**src/design/tcs_pkg.sv**
```systemverilog
// ----------------------------------------------------------------------------
// tcs_pkg
// Shared types and constants of the tagged chunk scanner: scan phases,
// result codes, configuration register indexes and the result record.
// ----------------------------------------------------------------------------
package tcs_pkg;

  // Default upper bound on a descriptor length byte
  localparam int unsigned MaxDescriptorLenDef = 64;
  // Longest tag the configuration can hold
  localparam int unsigned MaxTagLen = 24;
  // Tag length after reset
  localparam logic [4:0] TagLenReset = 5'd4;

  // File magic "trrn", first byte first
  localparam logic [7:0] Magic [4] = '{8'h74, 8'h72, 8'h72, 8'h6E};
  // Accepted version byte range
  localparam logic [7:0] VersionMin = 8'd7;
  localparam logic [7:0] VersionMax = 8'd12;

  // Result record width and its tdata width rounded up to bytes
  localparam int unsigned ResultW = 3 + 32 + 32;
  localparam int unsigned ResultTdataW = ((ResultW + 7) / 8) * 8;

  typedef enum logic [2:0] {
    PH_HEADER = 3'd0,
    PH_LEN    = 3'd1,
    PH_DESC   = 3'd2,
    PH_BLEN   = 3'd3,
    PH_SKIP   = 3'd4,
    PH_DONE   = 3'd5
  } tcs_phase_e;

  typedef enum logic [2:0] {
    ST_FOUND       = 3'd0,
    ST_BAD_MAGIC   = 3'd1,
    ST_BAD_VERSION = 3'd2,
    ST_BAD_DESC    = 3'd3,
    ST_NOT_FOUND   = 3'd4
  } tcs_status_e;

  typedef enum logic [1:0] {
    CFG_TAG_LENGTH = 2'd0,
    CFG_TAG_FIRST  = 2'd1,
    CFG_TAG_MIDDLE = 2'd2,
    CFG_TAG_LAST   = 2'd3
  } tcs_cfg_e;

  typedef struct packed {
    logic [31:0] data_length;
    logic [31:0] data_offset;
    logic [2:0]  scan_status;
  } tcs_result_t;

endpackage

```
**src/design/tcs_out_buf.sv**
```systemverilog
// ----------------------------------------------------------------------------
// tcs_out_buf
// Two-entry result buffer: an output register and a skid register, so the
// scanner keeps taking bytes while a result waits on the output stream.
// ----------------------------------------------------------------------------
module tcs_out_buf import tcs_pkg::*; (
  input  logic        clk_i,
  input  logic        rst_ni,
  input  logic        push_i,
  input  tcs_result_t push_data_i,
  output logic        full_o,
  output logic        valid_o,
  input  logic        ready_i,
  output tcs_result_t data_o
);

  logic        out_vld_q, out_vld_d;
  logic        skid_vld_q, skid_vld_d;
  tcs_result_t out_q, out_d;
  tcs_result_t skid_q, skid_d;
  logic        pop;

  assign pop = out_vld_q && ready_i;

  // Refill the output register from skid, then from a new request
  always_comb begin
    out_vld_d  = out_vld_q;
    skid_vld_d = skid_vld_q;
    out_d      = out_q;
    skid_d     = skid_q;
    if (!out_vld_q || pop) begin
      if (skid_vld_q) begin
        out_d      = skid_q;
        out_vld_d  = 1'b1;
        skid_vld_d = 1'b0;
      end else if (push_i) begin
        out_d     = push_data_i;
        out_vld_d = 1'b1;
      end else begin
        out_vld_d = 1'b0;
      end
    end else if (push_i) begin
      skid_d     = push_data_i;
      skid_vld_d = 1'b1;
    end
  end

  always_ff @(posedge clk_i or negedge rst_ni) begin
    if (!rst_ni) begin
      out_vld_q  <= 1'b0;
      skid_vld_q <= 1'b0;
    end else begin
      out_vld_q  <= out_vld_d;
      skid_vld_q <= skid_vld_d;
    end
  end

  always_ff @(posedge clk_i) begin
    out_q  <= out_d;
    skid_q <= skid_d;
  end

  assign full_o  = skid_vld_q;
  assign valid_o = out_vld_q;
  assign data_o  = out_q;

  // Skid entry never holds a result while the output register is empty
  a_skid_behind_out: assert property (@(posedge clk_i) disable iff (!rst_ni)
    skid_vld_q |-> out_vld_q)
    else $error("skid entry valid with empty output register");

  // A drained output register takes the waiting skid result next
  a_skid_moves_up: assert property (@(posedge clk_i) disable iff (!rst_ni)
    (out_vld_q && ready_i && skid_vld_q) |=> (out_vld_q && out_q == $past(skid_q)))
    else $error("skid result lost on drain");

  // A request into an empty buffer is registered straight into the output entry
  a_push_to_out: assert property (@(posedge clk_i) disable iff (!rst_ni)
    (push_i && !out_vld_q) |=> (out_vld_q && out_q == $past(push_data_i)))
    else $error("request into empty buffer not presented");

  // No request arrives while both entries are taken
  a_no_overflow: assert property (@(posedge clk_i) disable iff (!rst_ni)
    push_i |-> !skid_vld_q)
    else $error("request while buffer full");

endmodule

```
**src/design/tagged_chunk_scanner_core.sv**
```systemverilog
// ----------------------------------------------------------------------------
// tagged_chunk_scanner_core
// Streams a tagged chunk file one byte per request and reports where the
// record whose descriptor equals the configured tag keeps its data.
// ----------------------------------------------------------------------------
// The scanner takes one file byte per clock cycle: each accepted byte updates
// the registered scan state through compare and counter logic, and any
// result lands in a two-entry output buffer, so s_axis_tready stays high
// except while two results wait unread on the output stream. At most one
// result comes per file; after it, bytes are dropped until a byte marked in
// tuser as the start of a new file. Tag registers may be rewritten between
// files; the configuration port is always ready.
module tagged_chunk_scanner_core import tcs_pkg::*; #(
  parameter int unsigned MAX_DESCRIPTOR_LEN = MaxDescriptorLenDef
) (
  input  logic                    clk_i,
  input  logic                    rst_ni,
  // configuration write channel
  input  logic                    cfg_valid_i,
  output logic                    cfg_ready_o,
  input  logic [1:0]              cfg_index_i,
  input  logic [63:0]             cfg_data_i,
  // file byte stream
  input  logic                    s_axis_tvalid,
  output logic                    s_axis_tready,
  input  logic [7:0]              s_axis_tdata,   // [7:0] file_byte
  input  logic                    s_axis_tuser,   // [0] first_byte
  input  logic                    s_axis_tlast,   // final_byte
  // result stream
  output logic                    m_axis_tvalid,
  input  logic                    m_axis_tready,
  output logic [ResultTdataW-1:0] m_axis_tdata    // [2:0] scan_status,
                                                  // [34:3] data_offset,
                                                  // [66:35] data_length
);

  localparam int unsigned DescW = $clog2(MAX_DESCRIPTOR_LEN + 1);
  localparam int unsigned IdxW  = (DescW > 5) ? DescW : 5;

  // Configuration registers
  logic [4:0]    tag_len_q;
  logic [191:0]  tag_chars_q;
  logic [4:0]    tag_len_eff;

  // Scan state
  tcs_phase_e        phase_q, phase_d;
  logic [31:0]       pos_q, pos_d;
  logic [31:0]       rem_q, rem_d;
  logic [DescW-1:0]  size_q, size_d;
  logic [DescW-1:0]  idx_q, idx_d;
  logic              match_q, match_d;
  logic              zero_q, zero_d;
  logic [31:0]       acc_q, acc_d;

  logic              in_acc;
  logic              buf_full;
  logic              emit;
  tcs_result_t       res;
  tcs_result_t       out_res;
  logic [31:0]       pos_cur;
  logic [31:0]       acc_new;

  // Tag character at a descriptor index, zero past the tag storage
  function automatic logic [7:0] tag_at(logic [191:0] chars, logic [DescW-1:0] i);
    logic [IdxW-1:0] wi;
    wi = IdxW'(i);
    if (wi < IdxW'(MaxTagLen)) return chars[wi[4:0]*8 +: 8];
    return 8'd0;
  endfunction

  // True where the tag string ends exactly at index i
  function automatic logic tag_ends(logic [191:0] chars, logic [4:0] tlen,
                                    logic [DescW-1:0] i);
    return (IdxW'(i) >= IdxW'(tlen)) || (tag_at(chars, i) == 8'd0);
  endfunction

  assign tag_len_eff = (tag_len_q > 5'(MaxTagLen)) ? 5'(MaxTagLen) : tag_len_q;

  // Configuration writes
  assign cfg_ready_o = 1'b1;

  always_ff @(posedge clk_i or negedge rst_ni) begin
    if (!rst_ni) begin
      tag_len_q   <= TagLenReset;
      tag_chars_q <= '0;
    end else if (cfg_valid_i) begin
      unique case (cfg_index_i)
        CFG_TAG_LENGTH: tag_len_q            <= cfg_data_i[4:0];
        CFG_TAG_FIRST:  tag_chars_q[63:0]    <= cfg_data_i;
        CFG_TAG_MIDDLE: tag_chars_q[127:64]  <= cfg_data_i;
        CFG_TAG_LAST:   tag_chars_q[191:128] <= cfg_data_i;
        default: ;
      endcase
    end
  end

  assign s_axis_tready = !buf_full;
  assign in_acc        = s_axis_tvalid && s_axis_tready;

  // Advance the scan by one byte
  always_comb begin
    phase_d = phase_q;
    pos_d   = pos_q;
    rem_d   = rem_q;
    size_d  = size_q;
    idx_d   = idx_q;
    match_d = match_q;
    zero_d  = zero_q;
    acc_d   = acc_q;
    emit    = 1'b0;
    res     = '0;
    pos_cur = '0;
    acc_new = '0;
    if (in_acc) begin
      // restart on the first byte of a file
      if (s_axis_tuser) begin
        phase_d = PH_HEADER;
        pos_d   = '0;
        rem_d   = '0;
        size_d  = '0;
        idx_d   = '0;
        match_d = 1'b1;
        zero_d  = 1'b0;
        acc_d   = '0;
      end
      if (phase_d != PH_DONE) begin
        pos_cur = pos_d;
        pos_d   = pos_d + 32'd1;
        unique case (phase_d)
          PH_HEADER: begin
            if (pos_cur < 32'd4) begin
              if (s_axis_tdata != Magic[pos_cur[1:0]] || s_axis_tlast) begin
                emit = 1'b1;
                res.scan_status = ST_BAD_MAGIC;
              end
            end else if (s_axis_tdata < VersionMin || s_axis_tdata > VersionMax) begin
              emit = 1'b1;
              res.scan_status = ST_BAD_VERSION;
            end else if (s_axis_tlast) begin
              emit = 1'b1;
              res.scan_status = ST_NOT_FOUND;
            end else begin
              phase_d = PH_LEN;
            end
          end
          PH_LEN: begin
            if (s_axis_tlast) begin
              emit = 1'b1;
              res.scan_status = ST_NOT_FOUND;
            end else if (s_axis_tdata == 8'd0 ||
                         32'(s_axis_tdata) > 32'(MAX_DESCRIPTOR_LEN)) begin
              emit = 1'b1;
              res.scan_status = ST_BAD_DESC;
            end else begin
              size_d  = DescW'(s_axis_tdata);
              idx_d   = '0;
              match_d = 1'b1;
              zero_d  = 1'b0;
              phase_d = PH_DESC;
            end
          end
          PH_DESC: begin
            if (s_axis_tlast) begin
              emit = 1'b1;
              res.scan_status = ST_NOT_FOUND;
            end else begin
              // compare up to the first zero byte of the descriptor
              if (!zero_d) begin
                if (s_axis_tdata == 8'd0) begin
                  zero_d = 1'b1;
                  if (!tag_ends(tag_chars_q, tag_len_eff, idx_d)) match_d = 1'b0;
                end else if (IdxW'(idx_d) >= IdxW'(tag_len_eff) ||
                             tag_at(tag_chars_q, idx_d) != s_axis_tdata) begin
                  match_d = 1'b0;
                end
              end
              idx_d = idx_d + DescW'(1);
              if (idx_d >= size_d) begin
                if (!zero_d && !tag_ends(tag_chars_q, tag_len_eff, size_d))
                  match_d = 1'b0;
                idx_d   = '0;
                acc_d   = '0;
                phase_d = PH_BLEN;
              end
            end
          end
          PH_BLEN: begin
            if (s_axis_tlast) begin
              emit = 1'b1;
              res.scan_status = ST_NOT_FOUND;
            end else begin
              // little-endian block length
              acc_new = acc_d | (32'(s_axis_tdata) << {idx_d[1:0], 3'b000});
              acc_d   = acc_new;
              if (idx_d[1:0] != 2'd3) begin
                idx_d = idx_d + DescW'(1);
              end else begin
                idx_d = '0;
                if (match_d) begin
                  emit = 1'b1;
                  res.scan_status = ST_FOUND;
                  res.data_offset = pos_d;
                  res.data_length = acc_new;
                end else begin
                  rem_d   = acc_new;
                  phase_d = (acc_new == 32'd0) ? PH_LEN : PH_SKIP;
                end
              end
            end
          end
          PH_SKIP: begin
            if (s_axis_tlast) begin
              emit = 1'b1;
              res.scan_status = ST_NOT_FOUND;
            end else begin
              rem_d = rem_d - 32'd1;
              if (rem_d == 32'd0) phase_d = PH_LEN;
            end
          end
          default: phase_d = PH_DONE;
        endcase
        if (emit) phase_d = PH_DONE;
      end
    end
  end

  always_ff @(posedge clk_i or negedge rst_ni) begin
    if (!rst_ni) begin
      phase_q <= PH_HEADER;
      pos_q   <= '0;
      rem_q   <= '0;
      size_q  <= '0;
      idx_q   <= '0;
      match_q <= 1'b1;
      zero_q  <= 1'b0;
      acc_q   <= '0;
    end else begin
      phase_q <= phase_d;
      pos_q   <= pos_d;
      rem_q   <= rem_d;
      size_q  <= size_d;
      idx_q   <= idx_d;
      match_q <= match_d;
      zero_q  <= zero_d;
      acc_q   <= acc_d;
    end
  end

  // Hold results until the output stream takes them
  tcs_out_buf u_out_buf (
    .clk_i       (clk_i),
    .rst_ni      (rst_ni),
    .push_i      (emit),
    .push_data_i (res),
    .full_o      (buf_full),
    .valid_o     (m_axis_tvalid),
    .ready_i     (m_axis_tready),
    .data_o      (out_res)
  );

  assign m_axis_tdata = ResultTdataW'(out_res);

  // Every result closes the scan
  a_done_after_result: assert property (@(posedge clk_i) disable iff (!rst_ni)
    (in_acc && emit) |=> (phase_q == PH_DONE))
    else $error("scan still running after a result");

  // Block length field takes exactly four bytes
  a_blen_index: assert property (@(posedge clk_i) disable iff (!rst_ni)
    (phase_q == PH_BLEN) |-> (idx_q < DescW'(4)))
    else $error("block length byte index out of range");

  // Descriptor walk stays inside the announced length
  a_desc_index: assert property (@(posedge clk_i) disable iff (!rst_ni)
    (phase_q == PH_DESC) |-> (size_q != '0 && idx_q < size_q))
    else $error("descriptor index beyond descriptor length");

endmodule

```
**config.mk**
```make
export PLATFORM = sky130hd
export DESIGN_NAME = tagged_chunk_scanner_core
export DESIGN_NICKNAME = d
export VERILOG_FILES = /design/src/design/tcs_pkg.sv /design/src/design/tcs_out_buf.sv /design/src/design/tagged_chunk_scanner_core.sv
export SDC_FILE = /design/constraint.sdc
export NUM_CORES = 1
export LEC_CHECK = 0
export BUFFER_PORTS_ARGS = -buffer_cell sky130_fd_sc_hd__buf_4
export CAP_MARGIN = 5
export CORE_MARGIN = 4
export CORE_UTILIZATION = 60
export CTS_CLUSTER_SIZE = 10
export DETAILED_ROUTE_END_ITERATION = 16
export PLACE_DENSITY = 0.79
export SKIP_LAST_GASP = 1
export SYNTH_ARGS = -nofsm -noshare
export SYNTH_HDL_FRONTEND = slang
export SYNTH_HIERARCHICAL = 1
export SYNTH_SLANG_ARGS = --single-unit
```
**constraint.sdc**
```tcl
create_clock -name clk_i -period 11.2 [get_ports clk_i]
set_input_delay 1.12 -clock clk_i [delete_from_list [all_inputs] [get_ports clk_i]]
set_output_delay 1.12 -clock clk_i [all_outputs]
set_load 0.01 [all_outputs]
```
==> results of run 1 <==
metrics by stage:
stage	hold slack [ns]	utilization, %	cells	total power [mW]
2_1_floorplan	0.440	-	2224	3.00
3_3_place_gp	0.466	63.9	2752	3.41
3_5_place_dp	0.471	63.9	2752	3.45
4_1_cts	0.488	67.7	2841	5.00
5_1_grt	0.500	67.7	2841	5.22
6_report	0.492	67.7	2841	5.00
cells in the final DEF, fill, tap and decap left out, drive strengths merged, types with 25 or more instances in the layout:
| cell | count |
|---|---|
| dfrtp | 312 |
| mux2 | 273 |
| buf | 173 |
| nor2 | 172 |
| nand2 | 148 |
| o21ai | 138 |
| edfxtp | 134 |
| a21oi | 92 |
| clkbuf | 84 |
| nor3 | 65 |
| nor4 | 57 |
| mux2i | 55 |
| nand3 | 42 |
| a22o | 40 |
| inv | 36 |
| nor2b | 28 |
| xor2 | 25 |
| nand2b | 25 |
| a31oi | 25 |
routing by layer:
metal / up-vias / share of wire (%) / GRT usage, %
li1: 8427 / - / -
met2: 950 / 48 / 51.9
met3: 223 / 6.9 / 4.52
met5: - / 0 / 0
met1: 9444 / 40 / 42.2
met4: 0 / 5.8 / 16.8
layout make-up:
| cell class | instances | area (µm²) |
|---|---|---|
| clock inverter | 5 | 41.3 |
| multi-input combinational | 1570 | 11300 |
| tap | 525 | 657 |
| sequential | 448 | 11900 |
| timing repair buffer | 173 | 1310 |
| fill | 2978 | 12800 |
| clock buffer | 84 | 1480 |
| inverter | 36 | 135 |
Yosys cell counts (all sizes together) (19+ instances only):
cell type  number  share of area [%]
nor2          172                2.7
clkbuf        107                1.7
inv            36               0.56
mux2          273                 13
nand2         148                2.3
a31oi          25               0.65
nor3           65                1.4
mux2i          55                2.3
o21ai         138                2.9
nand3b         19               0.59
a22o           40                1.5
edfxtp        134                 17
ha             23                1.2
nand2b         25               0.65
xor2           25               0.91
xnor2          23               0.84
a21oi          92                1.9
nor2b          28               0.73
buf            63                1.4
nor4           57                1.6
dfrtp         312                 32
nand3          42               0.87
sequential cells by signal (all words and copies together) (netlist names):
name	count
rem_q	32
tag_chars_q	192
tag_len_q	5
u_out_buf/data_o	67
pos_q	32
idx_q	7
phase_q	3
u_out_buf/skid_q	67
acc_q	32
match_q	1
u_out_buf/full_o	1
u_out_buf/valid_o	1
zero_q	1
size_q	7
final timing paths:
check                                            from                          end  slack, ns  cells past startpoint
min in group asynchronous                      rst_ni        rem_q[13]$_DFFE_PN0P_       0.54                      1
worst max register to register   idx_q[0]$_DFFE_PN0P_        acc_q[18]$_DFFE_PN0P_       5.73                     14
worst max-delay path             idx_q[0]$_DFFE_PN0P_        acc_q[18]$_DFFE_PN0P_       5.73                     14
worst min register to register  acc_q[15]$_DFFE_PN0P_        acc_q[15]$_DFFE_PN0P_       0.49                      1
max in group asynchronous                      rst_ni  tag_chars_q[35]$_DFFE_PN0P_       8.27                      3
worst min-delay path            acc_q[15]$_DFFE_PN0P_        acc_q[15]$_DFFE_PN0P_       0.49                      1
critical path, cell delays in order, from the launching register on:
cell and delay, ns:
sky130_fd_sc_hd__dfrtp_4 0.65, sky130_fd_sc_hd__buf_4 0.72, sky130_fd_sc_hd__nor2b_2 0.30, sky130_fd_sc_hd__ha_1 0.24, sky130_fd_sc_hd__and3_1 0.21, sky130_fd_sc_hd__nand3_1 0.10
sky130_fd_sc_hd__xor2_1 0.16, sky130_fd_sc_hd__nor2_1 0.18, sky130_fd_sc_hd__ha_1 0.29, sky130_fd_sc_hd__o211a_1 0.14, sky130_fd_sc_hd__a221oi_1 0.67, sky130_fd_sc_hd__o21ai_1 0.28
sky130_fd_sc_hd__o211ai_1 0.37, sky130_fd_sc_hd__nand2b_1 0.83, sky130_fd_sc_hd__a22o_1 0.25
power breakdown:
| group | internal [mW] | switching, mW | total, mW |
|---|---|---|---|
| logic | 0.528 | 0.710 | 1.24 |
| registers | 1.96 | 0.251 | 2.22 |
| clock network | 0.898 | 0.655 | 1.55 |
| total | 3.39 | 1.62 | 5.00 |
logic make-up (layout without fill, tap and decap cells):
kind of cell	after synthesis	in the layout	synth area share, %
AOI/OAI and AO/OA	499	499	13.9
xor gates and xnor gates	48	48	1.75
adders and majority gates	23	23	1.20
buffers and inverters	206	298	3.67
DFF	448	448	49.5
muxes	336	336	16.1
other	2	6	0.0313
and+or+nand+nor	658	658	13.9
==> metrics.md, run 1 <==
| Metric | Value |
|---|---|
| Remaining antenna violation count after routing | `0` |
| Final-report hold violation count | `0` |
| Number of unique standard cell types used by synthesis | `88` |
| Placement Cell Area | `25300 µm²` |
| Arrival @ worst endpoint | `6.00 ns` |
| Total congestion overflow | `0` |
| Peak fanout along the critical path | `63` |
| Global-route wire length before repair | `110000 µm` |
| Number of instances resized during post-cts repair | `0` |
| Synth warn | `6` |
| Setup TNS | `0 ns` |
| Post-route cell area | `26800 µm²` |
| Number of cell rows | `73` |
| RSZ-0062 raised after global routing | `no` |
| Achievable Freq | `183 MHz` |
| Core box area | `39600 µm²` |
| Number of levels in the clock H-tree | `2` |
| Slew at the pin closest to its max-slew limit | `1.25 ns` |
| Worst IR Drop VDD | `161 µV` |
| Number of top-level pins | `156` |
| Post-synthesis cell area | `24000 µm²` |
| Maximum number of pins on one net before global-route repair | `96` |
| Pre-CTS WS | `5.33 ns` |
| Number of nets in the layout | `2385` |
| Via density per instance | `6.70` |
| Number of iterations in the first detailed-routing pass | `7` |
| Worst Setup Slack, final | `5.73 ns` |
| Sequential area share after synthesis | `49.5%` |
| Run status | `finished clean` |
| All-layer global routing usage | `32.0%` |
| Power density relative to cell area | `186 nW/µm²` |
| Final count of pins violating max slew | `0` |
| Relative slew margins | `16.2%` |
| Clock transition at path regs | `0.06 ns` |
| Share of final-layout standard cells stronger than drive strength 1 | `23.9%` |
| Buffers from clock root to sink, at most | `3` |
| Endpoint type of the worst setup path | `flip-flop` |
| Area delta synth->final | `11.7%` |
| Number of buffers inserted for hold repair after clock tree synthesis | `0` |
| Initial antenna violation count | `0` |
| Post-detailed-placement half-perimeter wirelength | `49400 µm` |
| # port buffers | `149` |
| Post-synthesis cell count | `2220` |
| Initial standard-cell utilization of the core | `60.6%` |
| Num Clock Sinks | `448` |
| Type of origin of the critical path | `flip-flop` |
| Static leakage | `10.8 nW` |
| DRC | `0` |
| Routed WL per cell | `24.9 µm` |
| Clock latency reported for the late side of the worst-skew pair | `0.60 ns` |
| Die boundary height | `208 µm` |
| Path type of the worst min-delay path | `flip-flop to flip-flop` |
| Number of enable-type register cells in the synthesized netlist | `134` |
| Horiz. Die Dim | `208 µm` |
| Diodes inserted | `0` |
| Num CTS Buffers | `52` |
| First DRT Iteration DRCs | `1800` |
| Clk Tree Root Cell | `sky130_fd_sc_hd__clkbuf_16` |
| Die Footprint | `43300 µm²` |
| Share of flip-flops with an asynchronous set or reset after synthesis | `70.1%` |
| WP data required | `11.73 ns` |
| Startpoint-to-endpoint class of the critical path | `flip-flop to flip-flop` |
| Wire length reported by the detailed router | `70800 µm` |
| Share of the cycle needed by the critical path after routing | `48.9%` |
| Last weighted congestion value of the routability-driven placer | `1.03` |
| Detailed-route via count | `19000` |
| Count of maximum capacitance violations | `0` |
| Seq cells post-synth | `448` |
| Number of global-route vias before repair | `18800` |
| Setup violations, final | `0` |
| Post-route minimum period | `5.47 ns` |
| Synth Flop Type | `sky130_fd_sc_hd__dfrtp_1` |
| Post-CTS setup buffer count | `0` |
| TritonCTS clock tree | `done` |
| Average size of a mapped cell | `10.8 µm²` |
| Worst Clk Skew | `0.0159 ns` |
(Power assumes the default switching activity.)
==> run 2: changes to the inputs <==
Clock period 11.2 ns to 5.5 ns, I/O delays scaled along.
==> run 2 against run 1 <==
Compared with the run above:
- first-iteration DRC count rose by 4.6%
- flip-flop and latch count did not move
- cell count up 0.53%
- non-clock buffer count grew 15
- combinational power grew 110%
- routed wire length up 2.3%
- critical path type unchanged
- largest cell class unchanged
- largest power group unchanged
==> metrics.md, run 2 (synthesized netlist as in run 1, its figures left out) <==
| Metric | Value |
|---|---|
| Maximum number of pins on one net before global-route repair | `119` |
| Clk Tree Root Cell | `sky130_fd_sc_hd__clkbuf_16` |
| Type of origin of the critical path | `flip-flop` |
| Cell-by-cell listing of the critical path | `nor2b_2 -> ha_1 -> inv_1 -> ha_1 -> inv_1 -> ha_1 -> o21ai_0 -> o21ai_0 -> a221oi_1 -> buf_4 -> o21ai_1 -> o211ai_1 -> nand2b_1 -> a22o_1` |
| Die boundary height | `208 µm` |
| # port buffers | `149` |
| Routed WL per cell | `25.4 µm` |
| Worst Clk Skew | `0.0188 ns` |
| Number of cell rows | `73` |
| Number of buffer and inverter instances along the worst setup path | `3` |
| Initial standard-cell utilization of the core | `60.6%` |
| Count of maximum capacitance violations | `0` |
| Last weighted congestion value of the routability-driven placer | `0.999` |
| Horiz. Die Dim | `208 µm` |
| WP data required | `5.98 ns` |
| Relative slew margins | `16.8%` |
| Worst IR Drop VDD | `267 µV` |
| Final count of pins violating max slew | `0` |
| Largest reg by FF count | `tag_chars_q` |
| First DRT Iteration DRCs | `1882` |
| Diodes inserted | `0` |
| Static leakage | `10.8 nW` |
| Setup TNS | `0 ns` |
| Number of flip-flops in the largest register | `192` |
| Clock transition at path regs | `0.06 ns` |
| Die Footprint | `43300 µm²` |
| Global-route wire length before repair | `112000 µm` |
| Slew at the pin closest to its max-slew limit | `1.24 ns` |
| Number of global-route vias before repair | `19000` |
| Startpoint-to-endpoint class of the critical path | `flip-flop to flip-flop` |
| Via density per instance | `6.68` |
| Run status | `finished clean` |
| Endpoint type of the worst setup path | `flip-flop` |
| Detailed-route via count | `19100` |
| Total congestion overflow | `0` |
| Share of final-layout standard cells stronger than drive strength 1 | `24.4%` |
| Post-route minimum period | `4.34 ns` |
| Remaining antenna violation count after routing | `0` |
| Power density relative to cell area | `380 nW/µm²` |
| TritonCTS clock tree | `done` |
| Clock latency reported for the late side of the worst-skew pair | `0.60 ns` |
| RSZ-0062 raised after global routing | `no` |
| Number of top-level pins | `156` |
| Most common cell after layout, fill and taps aside | `sky130_fd_sc_hd__dfrtp_1` |
| Number of buffers inserted for hold repair after clock tree synthesis | `0` |
| Arrival @ worst endpoint | `4.82 ns` |
| Share of the cycle needed by the critical path after routing | `78.9%` |
| Num Clock Sinks | `448` |
| Num CTS Buffers | `52` |
| Placed cell count | `2767` |
| Number of nets in the layout | `2400` |
| Post-CTS setup buffer count | `0` |
| Achievable Freq | `230 MHz` |
| DRC | `0` |
| Peak fanout along the critical path | `24` |
| Cell type with the highest occurrence count on the critical path | `sky130_fd_sc_hd__ha_1` |
| Area delta synth->final | `12.3%` |
| Initial antenna violation count | `0` |
| Top Family by Delay on Critical Path | `compound AO/OA/AOI/OAI gates` |
| Core box area | `39600 µm²` |
| Wire length reported by the detailed router | `72400 µm` |
| Final-report hold violation count | `0` |
| Number of iterations in the first detailed-routing pass | `8` |
| Buffers from clock root to sink, at most | `3` |
| Most used cells in the layout excluding fill and tap cells | `sky130_fd_sc_hd__dfrtp_1, sky130_fd_sc_hd__mux2_2, sky130_fd_sc_hd__buf_4` |
| Number of levels in the clock H-tree | `2` |
| Setup violations, final | `0` |
| Non-filler cells in the finished layout | `2856` |
| CP max stage delay | `0.73 ns` |
| All-layer global routing usage | `32.8%` |
| Master of the slowest instance on the critical path | `sky130_fd_sc_hd__nand2b_1` |
| Path type of the worst min-delay path | `input pin to asynchronous set/reset pin` |
| Number of instances resized during post-cts repair | `0` |
| Post-detailed-placement half-perimeter wirelength | `51400 µm` |
## run 2: metal layers
layer | up-vias | wire (µm) | global-route usage, %
met5 | - | 0 | 0
met3 | 227 | 5120 | 5.93
li1 | 8435 | - | -
met4 | 0 | 4410 | 16.8
met2 | 966 | 34800 | 53.6
met1 | 9455 | 28100 | 42.2
## run 2: worst paths after layout
check,startpoint,to,slack [ns],depth (start not counted)
worst min register to register,zero_q$_DFFE_PN0P_,zero_q$_DFFE_PN0P_,0.48,2
worst min-delay path,rst_ni,rem_q[4]$_DFFE_PN0P_,0.04,1
min in group clk_i,cfg_data_i[9],tag_chars_q[9]$_DFFE_PN0P_,0.21,2
worst max register to register,idx_q[0]$_DFFE_PN0P_,acc_q[14]$_DFFE_PN0P_,1.16,14
worst max-delay path,idx_q[0]$_DFFE_PN0P_,acc_q[14]$_DFFE_PN0P_,1.16,14
max in group asynchronous,rst_ni,tag_chars_q[137]$_DFFE_PN0P_,4.19,2
## run 2: cell type report
type / instances / area, µm²
multi-input cells: 1570 / 11300
flip-flops and latches: 448 / 11900
well taps: 525 / 657
inverters: 36 / 135
clock buffers: 82 / 1460
fillers: 2955 / 12700
clock inverters: 7 / 66.3
repair buffers: 188 / 1460
## run 2: worst register-to-register path, cell delays in order, from the launching register on
cell and delay, ns:
sky130_fd_sc_hd__dfrtp_2 0.63, sky130_fd_sc_hd__nor2b_2 0.26, sky130_fd_sc_hd__ha_1 0.24, sky130_fd_sc_hd__inv_1 0.11, sky130_fd_sc_hd__ha_1 0.32, sky130_fd_sc_hd__inv_1 0.05, sky130_fd_sc_hd__ha_1 0.26, sky130_fd_sc_hd__o21ai_0 0.08
sky130_fd_sc_hd__o21ai_0 0.17, sky130_fd_sc_hd__a221oi_1 0.11, sky130_fd_sc_hd__buf_4 0.17, sky130_fd_sc_hd__o21ai_1 0.34, sky130_fd_sc_hd__o211ai_1 0.37, sky130_fd_sc_hd__nand2b_1 0.73, sky130_fd_sc_hd__a22o_1 0.40
## run 2: per-stage QoR
| step | setup WS (ns) | hold slack, ns | util (%) | area, µm² | total power, mW |
|---|---|---|---|---|---|
| final | 1.16 | 0.0399 | 68.1 | 27000 | 10.3 |
| after floorplan | 0.179 | 0.254 | - | 24100 | 6.12 |
| after global placement | 1.02 | 0.458 | 64.2 | 25500 | 7.00 |
| after detailed placement | 0.901 | 0.463 | 64.2 | 25500 | 7.08 |
| after CTS | 1.33 | 0.0881 | 68.1 | 27000 | 10.3 |
| after global routing | 0.966 | 0.135 | 68.1 | 27000 | 10.7 |
## run 2: report_power, final
part / internal [mW] / leakage, nW / switching [mW]
Sequential: 4.00 / 5.23 / 0.523
Clock: 1.84 / 0.736 / 1.33
Combinational: 1.10 / 4.87 / 1.45
Total: 6.95 / 10.8 / 3.30
